`src/rtl/core/assert_macros.svh`:
```
// ----------------------------------------------------------------------------
// Assertion macros
// Concurrent assertion helpers; empty when SYNTHESIS is defined.
// ----------------------------------------------------------------------------
`ifndef ASSERT_MACROS_SVH
`define ASSERT_MACROS_SVH

`ifndef SYNTHESIS
// plain property, sampled on the rising edge, off during reset
`define ASSERT_ON_CLK(label, clk, rst, prop, msg) \
  label: assert property (@(posedge clk) disable iff (rst) (prop)) else $error(msg);
// same-cycle implication
`define ASSERT_IMPLIES(label, clk, rst, ante, cons, msg) \
  label: assert property (@(posedge clk) disable iff (rst) (ante) |-> (cons)) else $error(msg);
// next-cycle implication
`define ASSERT_NEXT(label, clk, rst, ante, cons, msg) \
  label: assert property (@(posedge clk) disable iff (rst) (ante) |=> (cons)) else $error(msg);
`else
`define ASSERT_ON_CLK(label, clk, rst, prop, msg)
`define ASSERT_IMPLIES(label, clk, rst, ante, cons, msg)
`define ASSERT_NEXT(label, clk, rst, ante, cons, msg)
`endif

`endif

```
`src/rtl/core/gtw_pkg.sv`:
```
// ----------------------------------------------------------------------------
// gtw_pkg
// Types, codes and constants shared by the glyph tile word writer.
// ----------------------------------------------------------------------------
package gtw_pkg;

  localparam int TILE_AXIS_W = 10;
  localparam int TILE_NUM_W  = 2 * TILE_AXIS_W;
  localparam int OFFSET_W    = 25;
  localparam int CFG_IDX_W   = 1;
  localparam int CFG_DATA_W  = TILE_AXIS_W;

  localparam logic [31:0] NIBBLE_LSBS = 32'h1111_1111;

  // configuration register indexes
  localparam logic [CFG_IDX_W-1:0] REG_WIDTH  = 1'b0;
  localparam logic [CFG_IDX_W-1:0] REG_HEIGHT = 1'b1;

  // result status codes
  localparam logic [2:0] ST_WRITTEN   = 3'd0;
  localparam logic [2:0] ST_ABSENT    = 3'd1;
  localparam logic [2:0] ST_OUTSIDE   = 3'd2;
  localparam logic [2:0] ST_UNALIGNED = 3'd3;
  localparam logic [2:0] ST_INVALID   = 3'd4;

  typedef struct packed {
    logic [31:0] row_word;
    logic [4:0]  word_index;
    logic [15:0] pos_x;
    logic [15:0] pos_y;
    logic [7:0]  glyph_cols;
    logic [3:0]  fg_color;
    logic [3:0]  bg_color;
  } in_item_t;

  typedef struct packed {
    logic                write_enable;
    logic [OFFSET_W-1:0] write_offset;
    logic [31:0]         write_data;
    logic [2:0]          status;
    logic [1:0]          returned_width;
  } out_item_t;

  // after decode
  typedef struct packed {
    logic                   we;
    logic [2:0]             status;
    logic [1:0]             ret_width;
    logic [TILE_AXIS_W-1:0] qx;
    logic [TILE_AXIS_W-1:0] qy;
    logic [2:0]             row;
    logic [31:0]            nz;
    logic [31:0]            hi;
    logic [31:0]            rep;
    logic [4:0]             delta;
  } dec_stage_t;

  // after multiply
  typedef struct packed {
    logic                   we;
    logic [2:0]             status;
    logic [1:0]             ret_width;
    logic [TILE_AXIS_W-1:0] qx;
    logic [2:0]             row;
    logic [31:0]            prod;
    logic [31:0]            base;
    logic [TILE_NUM_W-1:0]  row_tiles;
  } mul_stage_t;

endpackage

```
`src/rtl/core/gtw_decode.sv`:
```
// ----------------------------------------------------------------------------
// gtw_decode
// First stage: glyph and bounds checks, quadrant tile, nibble masks.
// ----------------------------------------------------------------------------
module gtw_decode (
  input  logic                                clk,
  input  logic                                rst,
  input  logic [gtw_pkg::TILE_AXIS_W-1:0]     width_tiles,
  input  logic [gtw_pkg::TILE_AXIS_W-1:0]     height_tiles,
  input  logic                                in_valid,
  output logic                                in_ready,
  input  gtw_pkg::in_item_t                   in_item,
  output logic                                out_valid,
  input  logic                                out_ready,
  output gtw_pkg::dec_stage_t                 out_stage
);
  import gtw_pkg::*;

  logic [12:0] tx;
  logic [12:0] ty;
  logic        cols_ok;
  logic        outside;
  logic        aligned;
  logic        right;
  logic        below;
  logic        has_right;
  logic        has_below;
  logic [31:0] hi;
  dec_stage_t  stage_next;

  assign tx    = in_item.pos_x[15:3];
  assign ty    = in_item.pos_y[15:3];
  assign right = in_item.word_index[3];
  assign below = in_item.word_index[4];

  always_comb begin
    cols_ok   = (in_item.glyph_cols == 8'd1) || (in_item.glyph_cols == 8'd2);
    outside   = (tx >= 13'(width_tiles)) || (ty >= 13'(height_tiles));
    aligned   = (in_item.pos_x[2:0] == 3'd0) && (in_item.pos_y[2:0] == 3'd0);
    has_right = ((14'(tx) + 14'd1) < 14'(width_tiles)) && (in_item.glyph_cols == 8'd2);
    has_below = (14'(ty) + 14'd1) < 14'(height_tiles);
    hi        = (in_item.row_word >> 1) & NIBBLE_LSBS;

    stage_next           = '0;
    stage_next.ret_width = cols_ok ? in_item.glyph_cols[1:0] : 2'd0;
    if (!cols_ok) begin
      stage_next.status = ST_INVALID;
    end else if (outside) begin
      stage_next.status = ST_OUTSIDE;
    end else if (!aligned) begin
      stage_next.status = ST_UNALIGNED;
    end else if ((right && !has_right) || (below && !has_below)) begin
      stage_next.status = ST_ABSENT;
    end else begin
      stage_next.status = ST_WRITTEN;
      stage_next.we     = 1'b1;
    end
    // tile coordinates fit the axis width whenever the write goes ahead
    stage_next.qx    = tx[TILE_AXIS_W-1:0] + TILE_AXIS_W'(right);
    stage_next.qy    = ty[TILE_AXIS_W-1:0] + TILE_AXIS_W'(below);
    stage_next.row   = in_item.word_index[2:0];
    stage_next.hi    = hi;
    stage_next.nz    = (in_item.row_word & NIBBLE_LSBS) | hi;
    stage_next.rep   = {8{in_item.fg_color}};
    stage_next.delta = {1'b0, in_item.bg_color} - {1'b0, in_item.fg_color};
  end

  assign in_ready = !out_valid || out_ready;

  always_ff @(posedge clk) begin
    if (rst) begin
      out_valid <= 1'b0;
    end else if (in_ready) begin
      out_valid <= in_valid;
    end
    if (in_valid && in_ready) begin
      out_stage <= stage_next;
    end
  end

endmodule

```
`src/rtl/core/gtw_mult.sv`:
```
// ----------------------------------------------------------------------------
// gtw_mult
// Second stage: colour delta product and tile row base product.
// ----------------------------------------------------------------------------
module gtw_mult (
  input  logic                                clk,
  input  logic                                rst,
  input  logic [gtw_pkg::TILE_AXIS_W-1:0]     width_tiles,
  input  logic                                in_valid,
  output logic                                in_ready,
  input  gtw_pkg::dec_stage_t                 in_stage,
  output logic                                out_valid,
  input  logic                                out_ready,
  output gtw_pkg::mul_stage_t                 out_stage
);
  import gtw_pkg::*;

  logic [31:0] delta_ext;
  mul_stage_t  stage_next;

  // delta wraps modulo 2^32, so sign-extend the 5-bit difference
  assign delta_ext = {{27{in_stage.delta[4]}}, in_stage.delta};

  always_comb begin
    stage_next.we        = in_stage.we;
    stage_next.status    = in_stage.status;
    stage_next.ret_width = in_stage.ret_width;
    stage_next.qx        = in_stage.qx;
    stage_next.row       = in_stage.row;
    stage_next.prod      = in_stage.nz * delta_ext;
    stage_next.base      = in_stage.rep + in_stage.hi;
    stage_next.row_tiles = TILE_NUM_W'(width_tiles) * TILE_NUM_W'(in_stage.qy);
  end

  assign in_ready = !out_valid || out_ready;

  always_ff @(posedge clk) begin
    if (rst) begin
      out_valid <= 1'b0;
    end else if (in_ready) begin
      out_valid <= in_valid;
    end
    if (in_valid && in_ready) begin
      out_stage <= stage_next;
    end
  end

endmodule

```
`src/rtl/core/gtw_assemble.sv`:
```
// ----------------------------------------------------------------------------
// gtw_assemble
// Last stage: byte offset and coloured word, held in the output register.
// ----------------------------------------------------------------------------
module gtw_assemble (
  input  logic                 clk,
  input  logic                 rst,
  input  logic                 in_valid,
  output logic                 in_ready,
  input  gtw_pkg::mul_stage_t  in_stage,
  output logic                 out_valid,
  input  logic                 out_ready,
  output gtw_pkg::out_item_t   out_item
);
  import gtw_pkg::*;

  logic [TILE_NUM_W-1:0] tile;
  out_item_t             item_next;

  assign tile = in_stage.row_tiles + TILE_NUM_W'(in_stage.qx);

  always_comb begin
    item_next                = '0;
    item_next.status         = in_stage.status;
    item_next.returned_width = in_stage.ret_width;
    // drop offset and data when nothing is written
    if (in_stage.we) begin
      item_next.write_enable = 1'b1;
      item_next.write_offset = {tile, 5'd0} + OFFSET_W'({in_stage.row, 2'b00});
      item_next.write_data   = in_stage.base + in_stage.prod;
    end
  end

  assign in_ready = !out_valid || out_ready;

  always_ff @(posedge clk) begin
    if (rst) begin
      out_valid <= 1'b0;
    end else if (in_ready) begin
      out_valid <= in_valid;
    end
    if (in_valid && in_ready) begin
      out_item <= item_next;
    end
  end

endmodule

```
`src/rtl/core/glyph_tile_word_writer.sv`:
```
// ----------------------------------------------------------------------------
// glyph_tile_word_writer
// Maps one 4bpp glyph row word to one coloured tile-buffer write.
// ----------------------------------------------------------------------------
// Usage:
//   Input channel in_valid/in_ready/in_item carries one glyph word with its
//   index, pixel position, glyph width and palette pair. Output channel
//   out_valid/out_ready/out_item returns one result per item: write enable,
//   byte offset, coloured data, status and returned width.
//   Buffer size is set through cfg_write/cfg_index/cfg_data (index 0 width,
//   index 1 height, in tiles); write it only while no item is in flight.
//   Each item passes through the decode, multiply and assemble registers in
//   that order. Throughput is one item per cycle while out_ready is high, set by the
//   three-stage decode / multiply / assemble pipeline.
//   Reset clears both size registers to zero (every position then reports
//   out of bounds unless the glyph width is invalid) and empties the pipeline.
//   When out_ready is low, the output register holds its item and each stage
//   fills in turn; in_ready drops only once all three stages are full.
// ----------------------------------------------------------------------------
`include "assert_macros.svh"

module glyph_tile_word_writer (
  input  logic                              clk,
  input  logic                              rst,
  input  logic                              cfg_write,
  input  logic [gtw_pkg::CFG_IDX_W-1:0]     cfg_index,
  input  logic [gtw_pkg::CFG_DATA_W-1:0]    cfg_data,
  input  logic                              in_valid,
  output logic                              in_ready,
  input  gtw_pkg::in_item_t                 in_item,
  output logic                              out_valid,
  input  logic                              out_ready,
  output gtw_pkg::out_item_t                out_item
);
  import gtw_pkg::*;

  logic [TILE_AXIS_W-1:0] width_tiles;
  logic [TILE_AXIS_W-1:0] height_tiles;

  logic       dec_valid;
  logic       dec_ready;
  dec_stage_t dec_stage;
  logic       mul_valid;
  logic       mul_ready;
  mul_stage_t mul_stage;

  always_ff @(posedge clk) begin
    if (rst) begin
      width_tiles  <= '0;
      height_tiles <= '0;
    end else if (cfg_write) begin
      unique case (cfg_index)
        REG_WIDTH:  width_tiles  <= cfg_data;
        REG_HEIGHT: height_tiles <= cfg_data;
        default: ;
      endcase
    end
  end

  gtw_decode u_decode (
    .clk          (clk),
    .rst          (rst),
    .width_tiles  (width_tiles),
    .height_tiles (height_tiles),
    .in_valid     (in_valid),
    .in_ready     (in_ready),
    .in_item      (in_item),
    .out_valid    (dec_valid),
    .out_ready    (dec_ready),
    .out_stage    (dec_stage)
  );

  gtw_mult u_mult (
    .clk         (clk),
    .rst         (rst),
    .width_tiles (width_tiles),
    .in_valid    (dec_valid),
    .in_ready    (dec_ready),
    .in_stage    (dec_stage),
    .out_valid   (mul_valid),
    .out_ready   (mul_ready),
    .out_stage   (mul_stage)
  );

  gtw_assemble u_assemble (
    .clk       (clk),
    .rst       (rst),
    .in_valid  (mul_valid),
    .in_ready  (mul_ready),
    .in_stage  (mul_stage),
    .out_valid (out_valid),
    .out_ready (out_ready),
    .out_item  (out_item)
  );

  `ASSERT_IMPLIES(a_we_matches_status, clk, rst, out_valid,
    out_item.write_enable == (out_item.status == ST_WRITTEN),
    "write enable disagrees with status")
  `ASSERT_IMPLIES(a_no_write_zero, clk, rst, out_valid && !out_item.write_enable,
    (out_item.write_offset == '0) && (out_item.write_data == '0),
    "suppressed write carries nonzero offset or data")
  `ASSERT_IMPLIES(a_width_vs_status, clk, rst, out_valid,
    (out_item.status == ST_INVALID) ? (out_item.returned_width == 2'd0) :
    ((out_item.returned_width == 2'd1) || (out_item.returned_width == 2'd2)),
    "returned width inconsistent with status")
  `ASSERT_NEXT(a_mid_stage_holds, clk, rst, mul_valid && !mul_ready,
    mul_valid && $stable(mul_stage),
    "stalled multiply stage lost or changed its item")

endmodule
```
`config.mk`:
```
export PLATFORM = sky130hd
export DESIGN_NAME = glyph_tile_word_writer
export DESIGN_NICKNAME = d
export VERILOG_FILES = /design/src/rtl/core/gtw_pkg.sv /design/src/rtl/core/gtw_decode.sv /design/src/rtl/core/gtw_mult.sv /design/src/rtl/core/gtw_assemble.sv /design/src/rtl/core/glyph_tile_word_writer.sv
export VERILOG_INCLUDE_DIRS = /design/src /design/src/rtl/core
export SDC_FILE = /design/constraint.sdc
export NUM_CORES = 1
export LEC_CHECK = 0
export BUFFER_PORTS_ARGS = -buffer_cell sky130_fd_sc_hd__clkbuf_2
export CORE_UTILIZATION = 66
export CTS_BUF_LIST = sky130_fd_sc_hd__clkbuf_4 sky130_fd_sc_hd__clkbuf_8 sky130_fd_sc_hd__clkbuf_16
export DETAILED_ROUTE_END_ITERATION = 10
export GPL_TIMING_DRIVEN = 0
export PLACE_DENSITY_LB_ADDON = 0.05
export SLEW_MARGIN = 20
export SYNTH_ARGS = -nofsm -noshare
export SYNTH_HDL_FRONTEND = slang
export SYNTH_SLANG_ARGS = --single-unit
```
`constraint.sdc`:
```
create_clock -name clk -period 15.6 [get_ports clk]
set_input_delay 0 -clock clk [delete_from_list [all_inputs] [get_ports clk]]
set_output_delay 0 -clock clk [all_outputs]
set_load 0.01 [all_outputs]
```
==> reports/metrics.csv <==
metric,value,unit
outcome,"finished, violations left",
violations,design-rule violations,
path_cells,"clkbuf_1, nand2_1, fa_1, inv_1, fa_1, inv_1, fa_1, inv_1, fa_1, inv_1, fa_1, inv_1, ha_1, a21o_1, a21o_1, a221oi_1, a211o_1, o311ai_0, a21oi_1, xnor2_1",
final_area,20700,µm²
path_clk_slew,0.07,ns
drive_gt1_share,11.9,%
syn_area,17600,µm²
critPathMaxFanout,10,
postCtsSetupRepairBufs,0,
async_flop_share,0,%
yosysSeqAreaShare,39.8,%
total_leakage_power,9.08,nW
first_global_vias,12914,
fin_skew,0.0212,ns
dp_hpwl,29700,µm
cp.arrival,6.29,ns
critical_path_class,reg -> reg,
hold_buffers,82,
cts_buffers,26,
chipWidth,165,µm
yosys_warnings,0,
final_cell_mix,"221 x ha_1, 218 x edfxtp_1, 162 x nand2_1",
row_count,59,
pin_count,166,
slowest_delay,0.57,ns
start_util,67.3,%
cts_resized,0,
synth_area_per_cell,10.6,µm²
drt-total-wl,41000,µm
area_growth,17.4,%
vias_per_cell,5.74,
synth-seq-cells,241,
grt_start_max_net_pins,32,
holdWs,0.0310,ns
antenna_cells,0,
ant_nets,0,
hold_path.startpoint,cfg_write,
grt_pass1_wl,65600,µm
gr-usage-all-layers,30.8,%
reg2reg_to,u_mult.out_stage[19]$_DFFE_PP_,
relSlewSlack,26.9,%
fillers,1610,
htree_levels,1,
cp-endpoint,u_mult.out_stage[19]$_DFFE_PP_,
num-nets-final,2328,
portBuffers,147,
drt_iter0_drc,1079,
p_per_area,95.6,nW/µm²
dieArea,27300,µm²
maxSlewViolCount,0,
crit_cells,20,
cts_tree,built,
num_vias,13121,
synthCells,1667,
synth_ff_type,edfxtp_1,
drcViolationCount,18,
fin_crit,6.00,ns
cts_buffer_depth,3,
clock_sink_count,241,
postPlaceCellArea,19000,µm²
required,15.90,ns
synth_edf_count,218,
r2r_slack,9.60,ns
cp-startpoint,width_tiles[5]$_SDFFE_PP0P_,
slowest_stage,fa_1,
antenna_found_initial,0,
period_share,38.4,%
drt_pass1_iterations,9,
gp_congestion,0.889,
die-height,165,µm
start_kind,register,
layout_commonest_cell,ha_1,
synth_cell_types,70,
coreArea,26100,µm²
wl_per_cell,18.0,µm
rsz0062_at_grt,false,
rr_worst_depth,20,
grt-ovfl-total,0,
crit_family,adder cells,
tns,0,ns
setup_viol,0,
tightest_slew,1.10,ns
ir_drop,118,µV
path_buf_inv,6,
fin_ws,9.60,ns
post-place-ws,9.64,ns
timing.fmax,167,MHz
hold_viol,0,
power,1.98,mW
hold_class,in -> reg,
clk_latency,0.55,ns
cap_violations,0,
cp-end-kind,register,
cts-root-buf,clkbuf_16,
r2r_start,width_tiles[5]$_SDFFE_PP0P_,
-- cell families after synthesis --
group           count (synthesis)  share of synthesized area (%)
other cells                     1                         0.0213
flops                         241                           39.8
fa+ha+maj                     294                           24.0
xor+xnor                      135                           6.72
compound gates                303                           11.1
mux                             5                          0.292
simple gates                  503                           14.0
buf+inv                       185                           4.00
-- tightest hold or removal path, cell delays in order --
cell and delay (ns):
clkbuf_2 0.11, nand2_1 0.22, nand2_1 0.14, a21oi_1 0.05
-- stage by stage --
step	util, %	cells
after floorplan	-	1668
after global placement	71.8	2150
after detailed placement	72.7	2158
after CTS	79.0	2284
after global routing	79.0	2284
final	79.0	2284
-- per-layer routing --
metal	GRT usage (%)	routed length (µm)	vias to the layer above
met5	0	0	-
met4	8.22	950	0
met3	4.22	3200	74
met2	47.4	18000	538
met1	45.6	18900	6155
li1	-	-	6354
-- final cells by class --
cell class | count | area (µm²) | share of cell area, %
plain buffers | 44 | 174 | 0.842
clock buffers | 36 | 786 | 3.80
clock inverters | 8 | 53.8 | 0.261
inverters | 141 | 529 | 2.56
multi-input cells | 1242 | 9920 | 48.0
flip-flops and latches | 241 | 7010 | 33.9
well taps | 335 | 419 | 2.03
repair buffers | 237 | 1760 | 8.53
-- power by group --
group / internal [mW] / switching (mW) / total, mW / leakage [nW]
registers: 0.775 / 0.0304 / 0.805 / 2.26
logic: 0.239 / 0.326 / 0.565 / 6.41
clock network: 0.350 / 0.254 / 0.605 / 0.418
-- registers in the layout, indices dropped and copies added, names as in the netlist --
name and count:
height_tiles 10, u_assemble.out_item 61, u_assemble.out_valid 1, u_decode.out_stage 54, u_decode.out_valid 1, u_mult.out_stage 103
u_mult.out_valid 1, width_tiles 10
-- cell usage after synthesis (3+ instances only) --
master    instances  area share [%]
o21ai_1           5            0.14
nand2b_1         20            0.71
nand3_1          40             1.1
a21boi_0          5            0.21
xor2_1           47             2.3
o21ai_0          51             1.5
or2_2             9            0.32
nor3_1           15            0.43
nor4_1            4            0.14
nand2_1         162             3.5
and4_1            3            0.15
o21bai_1         15            0.64
buf_1             4           0.085
dfxtp_1          23             2.6
xnor2_1          88             4.4
a221oi_1          3            0.15
o31ai_1           5            0.21
inv_1           140             3.0
a31oi_1          12            0.43
mux2i_1           4            0.23
or3_1             8            0.28
a31o_2            4            0.20
o311ai_0          3            0.15
edfxtp_1        218              37
a21o_1           28             1.2
nor2_1           91             1.9
clkbuf_1         37            0.79
o211ai_1          6            0.26
and2_1           99             3.5
fa_1             73             8.3
nor2b_1          23            0.82
and3_1           11            0.39
nand4_1          11            0.39
ha_1            221              16
nand3b_1          3            0.13
a21bo_2           3            0.17
a21oi_1         110             3.1
o21a_1           21            0.90
-- worst min-delay path by stage --
stage	endpoint	slack [ns]	cells past startpoint
final	height_tiles[5]$_SDFFE_PP0P_	0.03	4
after global routing	u_decode.out_stage[126]$_SDFFCE_PP0P_	0.05	6
after CTS	height_tiles[2]$_SDFFE_PP0P_	0.0008	4
after detailed placement	u_decode.out_stage[102]$_DFFE_PP_	0.18	1
after global placement	u_decode.out_stage[103]$_DFFE_PP_	0.18	1
after floorplan	height_tiles[9]$_SDFFE_PP0P_	0.07	1
Note: power is estimated with default switching activity, not from simulation.
